### src/rtl/dbba_pkg.sv
// Shared types and constants for the disk block bitmap allocator.
`default_nettype none

package dbba_pkg;

    localparam int unsigned MAX_RESULTS = 64;

    localparam int unsigned COUNT_W  = 7;
    localparam int unsigned STATUS_W = 3;

    localparam logic [STATUS_W-1:0] ST_ALLOCATED = 3'd0;
    localparam logic [STATUS_W-1:0] ST_RELEASED  = 3'd1;
    localparam logic [STATUS_W-1:0] ST_NO_SPACE  = 3'd2;
    localparam logic [STATUS_W-1:0] ST_BAD_ADDR  = 3'd3;
    localparam logic [STATUS_W-1:0] ST_NOT_TAKEN = 3'd4;

    localparam logic ACT_ALLOCATE = 1'b0;
    localparam logic ACT_RELEASE  = 1'b1;

    // Control of the scan address counter.
    typedef struct packed {
        logic restart;
        logic step;
    } scan_ctl_t;

endpackage

`default_nettype wire

### src/rtl/dbba_bitmap_ram.sv
// Synchronous one-bit-per-block bitmap memory with registered read data.
`default_nettype none

module dbba_bitmap_ram #(
    parameter int unsigned DEPTH = 64,
    parameter int unsigned AW    = 6
) (
    input  wire logic          clk,
    input  wire logic          we,
    input  wire logic [AW-1:0] waddr,
    input  wire logic          wdata,
    input  wire logic          re,
    input  wire logic [AW-1:0] raddr,
    output logic               rdata
);

    logic mem [DEPTH];
    logic rdata_reg;

    always_ff @(posedge clk)
    begin
        if (we)
        begin
            mem[waddr] <= wdata;
        end
    end

    always_ff @(posedge clk)
    begin
        if (re)
        begin
            rdata_reg <= mem[raddr];
        end
    end

    assign rdata = rdata_reg;

endmodule

`default_nettype wire

### src/rtl/dbba_scan_counter.sv
// Scan address counter: linear block index with cylinder, track and record digits.
`default_nettype none

module dbba_scan_counter #(
    parameter int unsigned CYLINDERS = 8,
    parameter int unsigned TRACKS    = 2,
    parameter int unsigned RECORDS   = 4,
    parameter int unsigned IDX_W     = 6,
    parameter int unsigned CYL_W     = 3,
    parameter int unsigned TRK_W     = 1,
    parameter int unsigned REC_W     = 2
) (
    input  wire logic               clk,
    input  wire logic               rst_n,
    input  wire dbba_pkg::scan_ctl_t ctl,
    output logic [IDX_W-1:0]        idx,
    output logic [CYL_W-1:0]        cyl,
    output logic [TRK_W-1:0]        trk,
    output logic [REC_W-1:0]        rec
);

    localparam int unsigned TOTAL = CYLINDERS * TRACKS * RECORDS;

    logic [IDX_W-1:0] idx_reg, idx_next;
    logic [CYL_W-1:0] cyl_reg, cyl_next;
    logic [TRK_W-1:0] trk_reg, trk_next;
    logic [REC_W-1:0] rec_reg, rec_next;

    always_comb
    begin
        idx_next = idx_reg;
        cyl_next = cyl_reg;
        trk_next = trk_reg;
        rec_next = rec_reg;
        if (ctl.restart)
        begin
            idx_next = '0;
            cyl_next = '0;
            trk_next = '0;
            rec_next = '0;
        end
        else if (ctl.step)
        begin
            // The counter wraps after the last block; a read issued past the
            // end is never used because a scan always finds enough free blocks.
            if (idx_reg == IDX_W'(TOTAL - 1))
            begin
                idx_next = '0;
            end
            else
            begin
                idx_next = idx_reg + IDX_W'(1);
            end
            if (rec_reg == REC_W'(RECORDS - 1))
            begin
                rec_next = '0;
                if (trk_reg == TRK_W'(TRACKS - 1))
                begin
                    trk_next = '0;
                    if (cyl_reg == CYL_W'(CYLINDERS - 1))
                    begin
                        cyl_next = '0;
                    end
                    else
                    begin
                        cyl_next = cyl_reg + CYL_W'(1);
                    end
                end
                else
                begin
                    trk_next = trk_reg + TRK_W'(1);
                end
            end
            else
            begin
                rec_next = rec_reg + REC_W'(1);
            end
        end
    end

    always_ff @(posedge clk or negedge rst_n)
    begin
        if (!rst_n)
        begin
            idx_reg <= '0;
            cyl_reg <= '0;
            trk_reg <= '0;
            rec_reg <= '0;
        end
        else
        begin
            idx_reg <= idx_next;
            cyl_reg <= cyl_next;
            trk_reg <= trk_next;
            rec_reg <= rec_next;
        end
    end

    assign idx = idx_reg;
    assign cyl = cyl_reg;
    assign trk = trk_reg;
    assign rec = rec_reg;

endmodule

`default_nettype wire

### src/rtl/disk_block_bitmap_allocator_unit.sv
// Top level of the disk block bitmap allocator: control, free count and output register.
//
// Input channel (in_valid/in_ready) carries allocate or release items; the
// output channel (out_valid/out_ready) carries one result item per allocated
// block, or a single status item, with last set on the final one.
// After reset a clearing pass writes every bitmap entry free, one entry per
// cycle; in_ready stays low during it.
// An allocate item of n blocks scans the bitmap memory one entry per cycle
// from block 0 while the output register can take results, up to and
// including the n-th free block; the read of the next entry overlaps the check
// of the current one. Each free block found is marked taken and its address goes
// to the output register. An allocate item for zero blocks produces no result.
// A release item reads its entry, then checks it and writes it back free if taken.
// Insufficient-space and bad-address items go through a response state.
// The block works on one item at a time; in_ready is high only while idle.
// A pending result in the output register does not block acceptance; when
// the receiver stalls, the scan holds its place until the register frees.
`default_nettype none

module disk_block_bitmap_allocator_unit #(
    parameter int unsigned CYLINDERS = 8,
    parameter int unsigned TRACKS    = 2,
    parameter int unsigned RECORDS   = 4
) (
    input  wire logic       clk,
    input  wire logic       rst_n,
    input  wire logic       in_valid,
    output logic            in_ready,
    input  wire logic       action,
    input  wire logic [6:0] block_count,
    input  wire logic [3:0] cylinder_number,
    input  wire logic [1:0] track_number,
    input  wire logic [2:0] record_number,
    output logic            out_valid,
    input  wire logic       out_ready,
    output logic [2:0]      status,
    output logic [2:0]      out_cylinder,
    output logic            out_track,
    output logic [1:0]      out_record,
    output logic            last
);

    localparam int unsigned TR     = TRACKS * RECORDS;
    localparam int unsigned TOTAL  = CYLINDERS * TR;
    localparam int unsigned IDX_W  = (TOTAL > 1) ? $clog2(TOTAL) : 1;
    localparam int unsigned FREE_W = $clog2(TOTAL + 1);
    localparam int unsigned CYL_W  = (CYLINDERS > 1) ? $clog2(CYLINDERS) : 1;
    localparam int unsigned TRK_W  = (TRACKS > 1) ? $clog2(TRACKS) : 1;
    localparam int unsigned REC_W  = (RECORDS > 1) ? $clog2(RECORDS) : 1;

    typedef enum logic [2:0] {
        S_CLEAR,
        S_IDLE,
        S_SCAN,
        S_REL_CHK,
        S_RESP
    } state_t;

    state_t state_reg, state_next;

    logic [IDX_W-1:0]              clr_idx_reg, clr_idx_next;
    logic [FREE_W-1:0]             free_reg, free_next;
    logic [dbba_pkg::COUNT_W-1:0]  want_reg, want_next;
    logic [dbba_pkg::COUNT_W-1:0]  got_reg, got_next;
    logic                          data_vld_reg, data_vld_next;
    logic [IDX_W-1:0]              chk_idx_reg, chk_idx_next;
    logic [CYL_W-1:0]              chk_cyl_reg, chk_cyl_next;
    logic [TRK_W-1:0]              chk_trk_reg, chk_trk_next;
    logic [REC_W-1:0]              chk_rec_reg, chk_rec_next;
    logic [IDX_W-1:0]              rel_idx_reg, rel_idx_next;
    logic [dbba_pkg::STATUS_W-1:0] resp_reg, resp_next;

    logic                          out_valid_reg, out_valid_next;
    logic [dbba_pkg::STATUS_W-1:0] status_reg, status_next;
    logic [2:0]                    out_cyl_reg, out_cyl_next;
    logic                          out_trk_reg, out_trk_next;
    logic [1:0]                    out_rec_reg, out_rec_next;
    logic                          last_reg, last_next;

    logic             ram_we, ram_wdata, ram_re, ram_rdata;
    logic [IDX_W-1:0] ram_waddr, ram_raddr;

    dbba_pkg::scan_ctl_t scan_ctl;
    logic [IDX_W-1:0]    scan_idx;
    logic [CYL_W-1:0]    scan_cyl;
    logic [TRK_W-1:0]    scan_trk;
    logic [REC_W-1:0]    scan_rec;

    logic             out_free;
    logic             out_load;
    logic             stall;
    logic             alloc_last;
    logic             bad_addr;
    logic [IDX_W-1:0] rel_idx;
    logic [7:0]       cyl_wide;
    logic [7:0]       trk_wide;
    logic [7:0]       rec_wide;

    dbba_bitmap_ram #(
        .DEPTH (TOTAL),
        .AW    (IDX_W)
    ) u_ram (
        .clk   (clk),
        .we    (ram_we),
        .waddr (ram_waddr),
        .wdata (ram_wdata),
        .re    (ram_re),
        .raddr (ram_raddr),
        .rdata (ram_rdata)
    );

    dbba_scan_counter #(
        .CYLINDERS (CYLINDERS),
        .TRACKS    (TRACKS),
        .RECORDS   (RECORDS),
        .IDX_W     (IDX_W),
        .CYL_W     (CYL_W),
        .TRK_W     (TRK_W),
        .REC_W     (REC_W)
    ) u_scan (
        .clk   (clk),
        .rst_n (rst_n),
        .ctl   (scan_ctl),
        .idx   (scan_idx),
        .cyl   (scan_cyl),
        .trk   (scan_trk),
        .rec   (scan_rec)
    );

    assign in_ready = (state_reg == S_IDLE);
    assign out_free = !out_valid_reg || out_ready;

    assign bad_addr = (32'(cylinder_number) >= CYLINDERS) ||
                      (32'(track_number) >= TRACKS) ||
                      (32'(record_number) >= RECORDS);
    assign rel_idx  = IDX_W'(32'(cylinder_number) * TR +
                             32'(track_number) * RECORDS +
                             32'(record_number));

    // Allocated addresses are reported in the fixed output widths.
    assign cyl_wide = 8'(chk_cyl_reg);
    assign trk_wide = 8'(chk_trk_reg);
    assign rec_wide = 8'(chk_rec_reg);

    // The checked entry is free but the output register cannot take it yet.
    assign stall      = data_vld_reg && !ram_rdata && !out_free;
    assign alloc_last = (dbba_pkg::COUNT_W'(got_reg + 1'b1) == want_reg);

    always_comb
    begin
        state_next     = state_reg;
        clr_idx_next   = clr_idx_reg;
        free_next      = free_reg;
        want_next      = want_reg;
        got_next       = got_reg;
        data_vld_next  = data_vld_reg;
        chk_idx_next   = chk_idx_reg;
        chk_cyl_next   = chk_cyl_reg;
        chk_trk_next   = chk_trk_reg;
        chk_rec_next   = chk_rec_reg;
        rel_idx_next   = rel_idx_reg;
        resp_next      = resp_reg;
        status_next    = status_reg;
        out_cyl_next   = out_cyl_reg;
        out_trk_next   = out_trk_reg;
        out_rec_next   = out_rec_reg;
        last_next      = last_reg;
        out_load       = 1'b0;
        ram_we         = 1'b0;
        ram_waddr      = clr_idx_reg;
        ram_wdata      = 1'b0;
        ram_re         = 1'b0;
        ram_raddr      = scan_idx;
        scan_ctl       = '0;

        unique case (state_reg)
            S_CLEAR:
            begin
                ram_we       = 1'b1;
                clr_idx_next = clr_idx_reg + IDX_W'(1);
                if (clr_idx_reg == IDX_W'(TOTAL - 1))
                begin
                    state_next = S_IDLE;
                end
            end

            S_IDLE:
            begin
                if (in_valid)
                begin
                    if (action == dbba_pkg::ACT_ALLOCATE)
                    begin
                        if (block_count == '0)
                        begin
                            state_next = S_IDLE;
                        end
                        else if ((32'(block_count) > dbba_pkg::MAX_RESULTS) ||
                                 (32'(block_count) > 32'(free_reg)))
                        begin
                            resp_next  = dbba_pkg::ST_NO_SPACE;
                            state_next = S_RESP;
                        end
                        else
                        begin
                            want_next        = block_count;
                            got_next         = '0;
                            data_vld_next    = 1'b0;
                            scan_ctl.restart = 1'b1;
                            state_next       = S_SCAN;
                        end
                    end
                    else
                    begin
                        if (bad_addr)
                        begin
                            resp_next  = dbba_pkg::ST_BAD_ADDR;
                            state_next = S_RESP;
                        end
                        else
                        begin
                            ram_re       = 1'b1;
                            ram_raddr    = rel_idx;
                            rel_idx_next = rel_idx;
                            state_next   = S_REL_CHK;
                        end
                    end
                end
            end

            S_SCAN:
            begin
                if (!stall)
                begin
                    if (data_vld_reg && !ram_rdata)
                    begin
                        ram_we       = 1'b1;
                        ram_waddr    = chk_idx_reg;
                        ram_wdata    = 1'b1;
                        out_load     = 1'b1;
                        status_next  = dbba_pkg::ST_ALLOCATED;
                        out_cyl_next = cyl_wide[2:0];
                        out_trk_next = trk_wide[0];
                        out_rec_next = rec_wide[1:0];
                        last_next    = alloc_last;
                        got_next     = dbba_pkg::COUNT_W'(got_reg + 1'b1);
                    end
                    if (data_vld_reg && !ram_rdata && alloc_last)
                    begin
                        free_next     = free_reg - FREE_W'(want_reg);
                        data_vld_next = 1'b0;
                        state_next    = S_IDLE;
                    end
                    else
                    begin
                        // Read the next entry while the current one is checked.
                        ram_re        = 1'b1;
                        ram_raddr     = scan_idx;
                        scan_ctl.step = 1'b1;
                        chk_idx_next  = scan_idx;
                        chk_cyl_next  = scan_cyl;
                        chk_trk_next  = scan_trk;
                        chk_rec_next  = scan_rec;
                        data_vld_next = 1'b1;
                    end
                end
            end

            S_REL_CHK:
            begin
                if (out_free)
                begin
                    out_load     = 1'b1;
                    out_cyl_next = '0;
                    out_trk_next = 1'b0;
                    out_rec_next = '0;
                    last_next    = 1'b1;
                    if (ram_rdata)
                    begin
                        ram_we      = 1'b1;
                        ram_waddr   = rel_idx_reg;
                        ram_wdata   = 1'b0;
                        free_next   = free_reg + FREE_W'(1);
                        status_next = dbba_pkg::ST_RELEASED;
                    end
                    else
                    begin
                        status_next = dbba_pkg::ST_NOT_TAKEN;
                    end
                    state_next = S_IDLE;
                end
            end

            S_RESP:
            begin
                if (out_free)
                begin
                    out_load     = 1'b1;
                    status_next  = resp_reg;
                    out_cyl_next = '0;
                    out_trk_next = 1'b0;
                    out_rec_next = '0;
                    last_next    = 1'b1;
                    state_next   = S_IDLE;
                end
            end

            default:
            begin
                state_next = S_IDLE;
            end
        endcase

        out_valid_next = out_load || (out_valid_reg && !out_ready);
    end

    always_ff @(posedge clk or negedge rst_n)
    begin
        if (!rst_n)
        begin
            state_reg     <= S_CLEAR;
            clr_idx_reg   <= '0;
            free_reg      <= FREE_W'(TOTAL);
            want_reg      <= '0;
            got_reg       <= '0;
            data_vld_reg  <= 1'b0;
            out_valid_reg <= 1'b0;
        end
        else
        begin
            state_reg     <= state_next;
            clr_idx_reg   <= clr_idx_next;
            free_reg      <= free_next;
            want_reg      <= want_next;
            got_reg       <= got_next;
            data_vld_reg  <= data_vld_next;
            out_valid_reg <= out_valid_next;
        end
    end

    always_ff @(posedge clk)
    begin
        chk_idx_reg <= chk_idx_next;
        chk_cyl_reg <= chk_cyl_next;
        chk_trk_reg <= chk_trk_next;
        chk_rec_reg <= chk_rec_next;
        rel_idx_reg <= rel_idx_next;
        resp_reg    <= resp_next;
        status_reg  <= status_next;
        out_cyl_reg <= out_cyl_next;
        out_trk_reg <= out_trk_next;
        out_rec_reg <= out_rec_next;
        last_reg    <= last_next;
    end

    assign out_valid    = out_valid_reg;
    assign status       = status_reg;
    assign out_cylinder = out_cyl_reg;
    assign out_track    = out_trk_reg;
    assign out_record   = out_rec_reg;
    assign last         = last_reg;

    // The free count can never exceed the number of blocks on the disk.
    a_free_bound: assert property (@(posedge clk) disable iff (!rst_n)
        free_reg <= FREE_W'(TOTAL))
    else $error("free block count exceeds disk size");

    // A scan is never still running once the requested count has been met.
    a_scan_count: assert property (@(posedge clk) disable iff (!rst_n)
        (state_reg == S_SCAN) |-> (got_reg < want_reg))
    else $error("scan running after all blocks were allocated");

    // Loading a result flagged last always ends the item.
    a_last_ends: assert property (@(posedge clk) disable iff (!rst_n)
        (out_load && last_next) |=> (state_reg == S_IDLE))
    else $error("last result loaded but item did not finish");

    // A stalled scan issues no bitmap write.
    a_stall_nowrite: assert property (@(posedge clk) disable iff (!rst_n)
        ((state_reg == S_SCAN) && stall) |-> !ram_we)
    else $error("bitmap written while scan stalled");

endmodule

`default_nettype wire

### config.mk
export PLATFORM = sky130hd
export DESIGN_NAME = disk_block_bitmap_allocator_unit
export DESIGN_NICKNAME = d
export VERILOG_FILES = /design/src/rtl/dbba_pkg.sv /design/src/rtl/dbba_bitmap_ram.sv /design/src/rtl/dbba_scan_counter.sv /design/src/rtl/disk_block_bitmap_allocator_unit.sv
export SDC_FILE = /design/constraint.sdc
export NUM_CORES = 1
export LEC_CHECK = 0
export BUFFER_PORTS_ARGS = -buffer_cell sky130_fd_sc_hd__buf_2
export CORE_UTILIZATION = 55
export DETAILED_ROUTE_END_ITERATION = 6
export PLACE_DENSITY = 0.74
export SLEW_MARGIN = 20
export SYNTH_ARGS = -nofsm -noshare
export SYNTH_HDL_FRONTEND = slang
export SYNTH_HIERARCHICAL = 1
export SYNTH_SLANG_ARGS = --single-unit
### constraint.sdc
create_clock -name clk -period 7.6 [get_ports clk]
set_input_delay 2.28 -clock clk [delete_from_list [all_inputs] [get_ports clk]]
set_output_delay 2.28 -clock clk [all_outputs]
set_load 0.005 [all_outputs]
Word-level counts from Yosys, hierarchy flattened --
Memories as Yosys holds them, arrays and structs flattened. A register that Yosys moved wholly into a read port is not among the register bits. Cells that the tools add are included.
Operators by class: add/subtract/negate cells 10, $lt $le $gt $ge 5, equality and inequality tests 23, mux-type cells 100, bitwise operators 6, reduce and logical (&&, ||, !) cells 36
Operator list (number):
- two-way mux 3 bit | 26
- two-way mux 7 bit | 10
- two-way mux 6 bit | 11
- two-way mux 1 bit | 34
- case mux 7 bit (2 select lines) | 2
- AND reduction 5 bit | 5
- != test 2 bit (second input constant) | 11
- adder 7 x 1 -> 7 bit (second input constant) | 2
- nonzero test 2 bit | 7
- adder 6 x 1 -> 6 bit (second input constant) | 2
- == test 6 bit (second input constant) | 2
- two-way mux 2 bit | 6
- case mux 3 bit (4 select lines) | 1
- case mux 6 bit (2 select lines) | 1
- case mux 1 bit (2 select lines) | 5
- case mux 3 bit (3 select lines) | 1
- AND reduction 4 bit | 2
- == test 7 bit | 1
- > comparator 7 bit | 1
- > comparator 7 bit (second input constant) | 1
- logical NOT 7 bit | 1
- AND reduction 7 bit | 1
- subtractor 7 bit | 1
- adder 6 x 3 -> 6 bit | 1
- other kinds (25) | 45
Storage, ports and cells: flip-flop bits (word level) 75, RAM bits 64, input port bits 21, output and inout port bits 12, logic and storage cells 203, memories kept 1
Memories:
- u_ram.mem | words 64, bits a word 1, read ports 1, clocked after Yosys merged registers in 1, wr ports 1, RTL line dbba_bitmap_ram.sv:17 | logic mem [DEPTH];

Logic depth before layout (Yosys ltp) --
depth in word-level cells 9, mapped depth 14, depth with buffers taken out 12

Cells and area by module --
The synthesis kept the hierarchy.
Modules (own cells, without submodules):
- disk_block_bitmap_allocator_unit | instances 1, cells an instance 339, area each 3475.8 um^2, sequential area each 1672.9 um^2
- dbba_bitmap_ram | instances 1, cells an instance 205, area each 2946.6 um^2, sequential area each 1951.9 um^2
- dbba_scan_counter | instances 1, cells an instance 62, area each 626.9 um^2, sequential area each 300.3 um^2

Worst setup path before layout --
No wires, ideal clock.
path type in2reg, start point in track_number[1], end point reg u_ram.rdata_reg, in the netlist u_ram/rdata, read port of u_ram.mem, data pin, library setup time 0.269 ns, arrival time 4.593 ns, required time 7.331 ns, slack 2.738 ns, stages on the path 12, path buffers 2, cells stage by stage nor4b_1 -> nand3_1 -> inv_1 -> nand2_1 -> nand2_1 -> buf_6 -> buf_8 -> mux4_2 -> mux2i_1 -> mux2i_1 -> a211oi_2 -> a21oi_1
Between the ends: longest elaborated chain between the ends 7, elaborated cells on any way between the ends 13, classes of those cells add/sub: 2; order compare: 1; mux: 8; reduce/logical: 2
RTL lines:
- from (decl) | RTL line disk_block_bitmap_allocator_unit.sv:32 | input wire logic [1:0] track_number,
- >= comparator 2 bit | RTL line disk_block_bitmap_allocator_unit.sv:134 | (32'(track_number) >= TRACKS) ||
- logical OR 1 bit | RTL line disk_block_bitmap_allocator_unit.sv:133 | assign bad_addr = (32'(cylinder_number) >= CYLINDERS) ||
- logical OR 1 bit | RTL line disk_block_bitmap_allocator_unit.sv:134
- two-way mux 6 bit | RTL line disk_block_bitmap_allocator_unit.sv:214 | if (bad_addr)
- two-way mux 6 bit | RTL line disk_block_bitmap_allocator_unit.sv:191 | if (action == dbba_pkg::ACT_ALLOCATE)
- two-way mux 6 bit | RTL line disk_block_bitmap_allocator_unit.sv:189 | if (in_valid)
- two-way mux 6 bit
- via ram_raddr[0] | RTL line disk_block_bitmap_allocator_unit.sv:81 | logic [IDX_W-1:0] ram_waddr, ram_raddr;
- to (decl) | RTL line dbba_bitmap_ram.sv:18 | logic rdata_reg;
The timed path passes the listed nets, and every way through them passes these cells. A chain may end at the register's enable or synchronous reset.

Worst setup path in the final report --
Ends and elaborated chain as after synthesis.

==> flow_summary_export.csv <==
group,metric,value,unit
sta,maxClockFrequency,176.1,MHz
sta,finalSetupTns,0,ns
sta,period_minus_slack,5.679,ns
route,drtIter0Drc,479,
critical_path,timing.critical_path.from_type,"input pin",
synth,postSynthNetCount,651,
global_routing,pin_count_of_the_biggest_net_entering_global_routing,74,
clock_network,numCtsBuffers,17,
placed_design,detailedPlacementHpwl,10.14,mm
power_and_ir_drop,share_clk_of_total_power,27.7,%
synth,synth.yosys.warnings,6,
critical_path,worst-endpoint-arrival,5.84,ns
hold_path,hold_class,"flop to flop",
cells_and_area,final_net_count,686,
critical_path,crit_fanout,15,
critical_path,critical_path.endpoint_type,"flop",
synth,synthesized_area_per_cell,11.63,um^2
clock_network,cts.repair_timing.setup_buffer_count,0,
clock_network,cts-root-buf,"clkbuf_16",
power_and_ir_drop,total_power,2.874,mW
clock_network,h-tree-depth,4,
die,start_util,57.49,%
synth,async_reset_ff_share,31.88,%
cells_and_area,largest_register_ffs,64,
sta,skew,0.01129,ns
route,antenna_violating_nets_post_route,0,
synth,synthCells,606,
sta,slew_headroom,28.67,%
global_routing,grt_pass1_wl,23.84,mm
die,die_w,115.2,um
power_and_ir_drop,power.share.sequential,36.8,%
die,rows,40,
clock_network,tritoncts,"built",
power_and_ir_drop,power.internal,1.853,mW
placed_design,gp_congestion,0.9140,
synth,synth_seq_cells,138,
route,drc,0,
clock_network,cts.repair.resized,0,
die,top_level_ports,33,
global_routing,initial_antenna_violation_count,0,
route,wirelength,14.73,mm
global_routing,grtUsageTotal,24.53,%
run,timing.max_cap.violations,0,
route,avgViaCountPerCell,5.822,
route,post_drt_wl_per_cell,17.91,um
die,floorplan_die_height,115.2,um
sta,transition_time_of_the_tightest_slew_check_pin,1.068,ns
cells_and_area,layout.cells.most_common_list,"104 x nor2_1, 94 x edfxtp_1, 69 x nand2_1",
sta,fin_crit_sh,74.72,%
synth,post_syn_area,7049,um^2
clock_network,clock_latency,0.43,ns
route,routed-via-count,4786,
critical_path,worstPathRequired,7.76,ns
global_routing,grt_pass1_vias,4664,
die,die_area,13270,um^2
cells_and_area,fill_cells,932,
global_routing,leftover_overflow_at_the_end_of_global_routing,0,
cells_and_area,registers.top_by_ff_count,"u_ram/mem",
clock_network,clk_pin_slew_worst_paths,0.06,ns
sta,worst_hold_slack,0.4897,ns
synth,dominantRegCellSynth,"edfxtp_1",
sta,final-setup-viol-count,0,
synth,netlist-cell-type-count,69,
cells_and_area,synthToLayoutAreaGrowth,12.16,%
sta,grt_setup_unrepaired,"no",
sta,slew_violations,0,
power_and_ir_drop,peakVddDrop,177.4,uV
synth,synth_enable_flop_cells,94,
cells_and_area,drive_gt1_share,15.44,%
power_and_ir_drop,proportion_of_power_drawn_by_combinational_gates,35.6,%
outcome,status,"finished, final reports clean",
power_and_ir_drop,power_switching_share,35.53,%
power_and_ir_drop,static-leakage-power,3.194,nW
cells_and_area,antennaDiodeCount,0,
power_and_ir_drop,p_sw,1.021,mW
placed_design,port_buffer_count,32,
synth,seq_area_frac_synth,55.68,%
clock_network,postCtsHoldBufs,0,
cells_and_area,layout.cells.most_common,"nor2_1",
critical_path,timing.setup.critical_path_class,"input pin to flop",
sta,finalHoldViolations,0,
route,detail_route.first_pass.iterations,6,
die,floorplan.core_area,12260,um^2
clock_network,clock-sinks,138,
clock_network,cts.path.max_buffers,2,
power_and_ir_drop,power-per-cell-area,363.5,nW/um^2
cells_and_area,post-route-util,64.48,%
-- layout make-up --
| cell class | instances | area (um^2) | share of cell area [%] |
|---|---|---|---|
| Tap cell | 168 | 210.2 | 2.659 |
| Timing Repair Buffer | 33 | 170.2 | 2.152 |
| Clock inverter | 6 | 62.56 | 0.7913 |
| Multi-Input combinational cell | 428 | 2933 | 37.09 |
| Inverter | 23 | 86.33 | 1.092 |
| Sequential cell | 138 | 3925 | 49.64 |
| Clock buffer | 26 | 519.2 | 6.567 |
-- metal layers --
| layer | global-route usage [%] | vias to the layer above | wire length, um |
|---|---|---|---|
| met4 | 11.08 | 0 | 318 |
| met5 | 0 | - | 0 |
| met1 | 32.27 | 2356 | 6441 |
| li1 | - | 2251 | - |
| met3 | 6.484 | 24 | 937 |
| met2 | 38.39 | 155 | 7026 |
-- per-stage QoR --
stage | cell area, um^2 | instances | setup WS, ns
after floorplan | 7049 | 606 | 2.738
after global placement | 7322 | 790 | 1.575
after detailed placement | 7322 | 790 | 1.490
after CTS | 7904 | 822 | 1.878
after global routing | 7906 | 822 | 1.502
final | 7906 | 822 | 1.921
-- cells by family (layout without fill, tap and decap cells) --
logic type	after synthesis	in the layout	synth area share [%]
buf+inv	40	88	2.751
compound gates	80	80	7.455
mux	40	40	9.088
xor+xnor	31	31	3.958
fa+ha+maj	24	24	4.473
simple gates	253	253	16.60
flops	138	138	55.68
-- synth_stat cells, types with 5 or more instances --
library cell | n | area share [%]
a21o_1 | 5 | 0.53
a21oi_1 | 22 | 1.6
a22oi_1 | 8 | 0.85
a31oi_1 | 6 | 0.53
and2_1 | 9 | 0.80
clkbuf_1 | 9 | 0.48
dfrtp_1 | 43 | 15
edfxtp_1 | 94 | 40
ha_1 | 22 | 3.9
inv_1 | 21 | 1.1
mux2_2 | 9 | 1.4
mux2i_1 | 13 | 1.8
mux4_1 | 5 | 1.9
mux4_2 | 11 | 3.5
nand2_1 | 69 | 3.7
nand2b_1 | 5 | 0.44
nand3_1 | 15 | 1.1
nand4_1 | 5 | 0.44
nor2_1 | 105 | 5.6
nor2b_1 | 10 | 0.89
nor3_1 | 11 | 0.78
o21ai_0 | 16 | 1.1
xnor2_1 | 17 | 2.1
xor2_1 | 13 | 1.6
-- worst max-delay path: stages --
cell	delay, ns
buf_2	0.11
nor4b_1	0.60
nand3_1	0.41
inv_1	0.38
nand2_1	0.10
nand2_1	0.68
mux4_1	0.66
a22oi_1	0.23
a31oi_1	0.13
a211oi_2	0.19
a21oi_1	0.05
-- power by group through the flow --
stage / clock network (mW) / logic (mW) / registers [mW]
global placement: 0 / 0.966 / 1.06
floorplan: 0 / 0.807 / 1.03
CTS: 0.806 / 1.02 / 1.06
detailed placement: 0 / 0.999 / 1.07
finish: 0.795 / 1.02 / 1.06
global route: 0.836 / 1.14 / 1.07
-- worst paths after layout --
check	from	to	slack (ns)	cells past startpoint
max	track_number[1]	u_ram/rdata	1.92	11
min	u_scan/cyl[2]	chk_cyl_reg[2]	0.49	0
max reg2reg	state_reg[0]	u_ram/rdata	3.37	11
min reg2reg	u_scan/cyl[2]	chk_cyl_reg[2]	0.49	0
max in group asynchronous	rst_n	u_scan/idx[4]	5.33	1
min in group asynchronous	rst_n	free_reg[3]	1.87	1
Note: power is estimated with default switching activity, not from simulation.
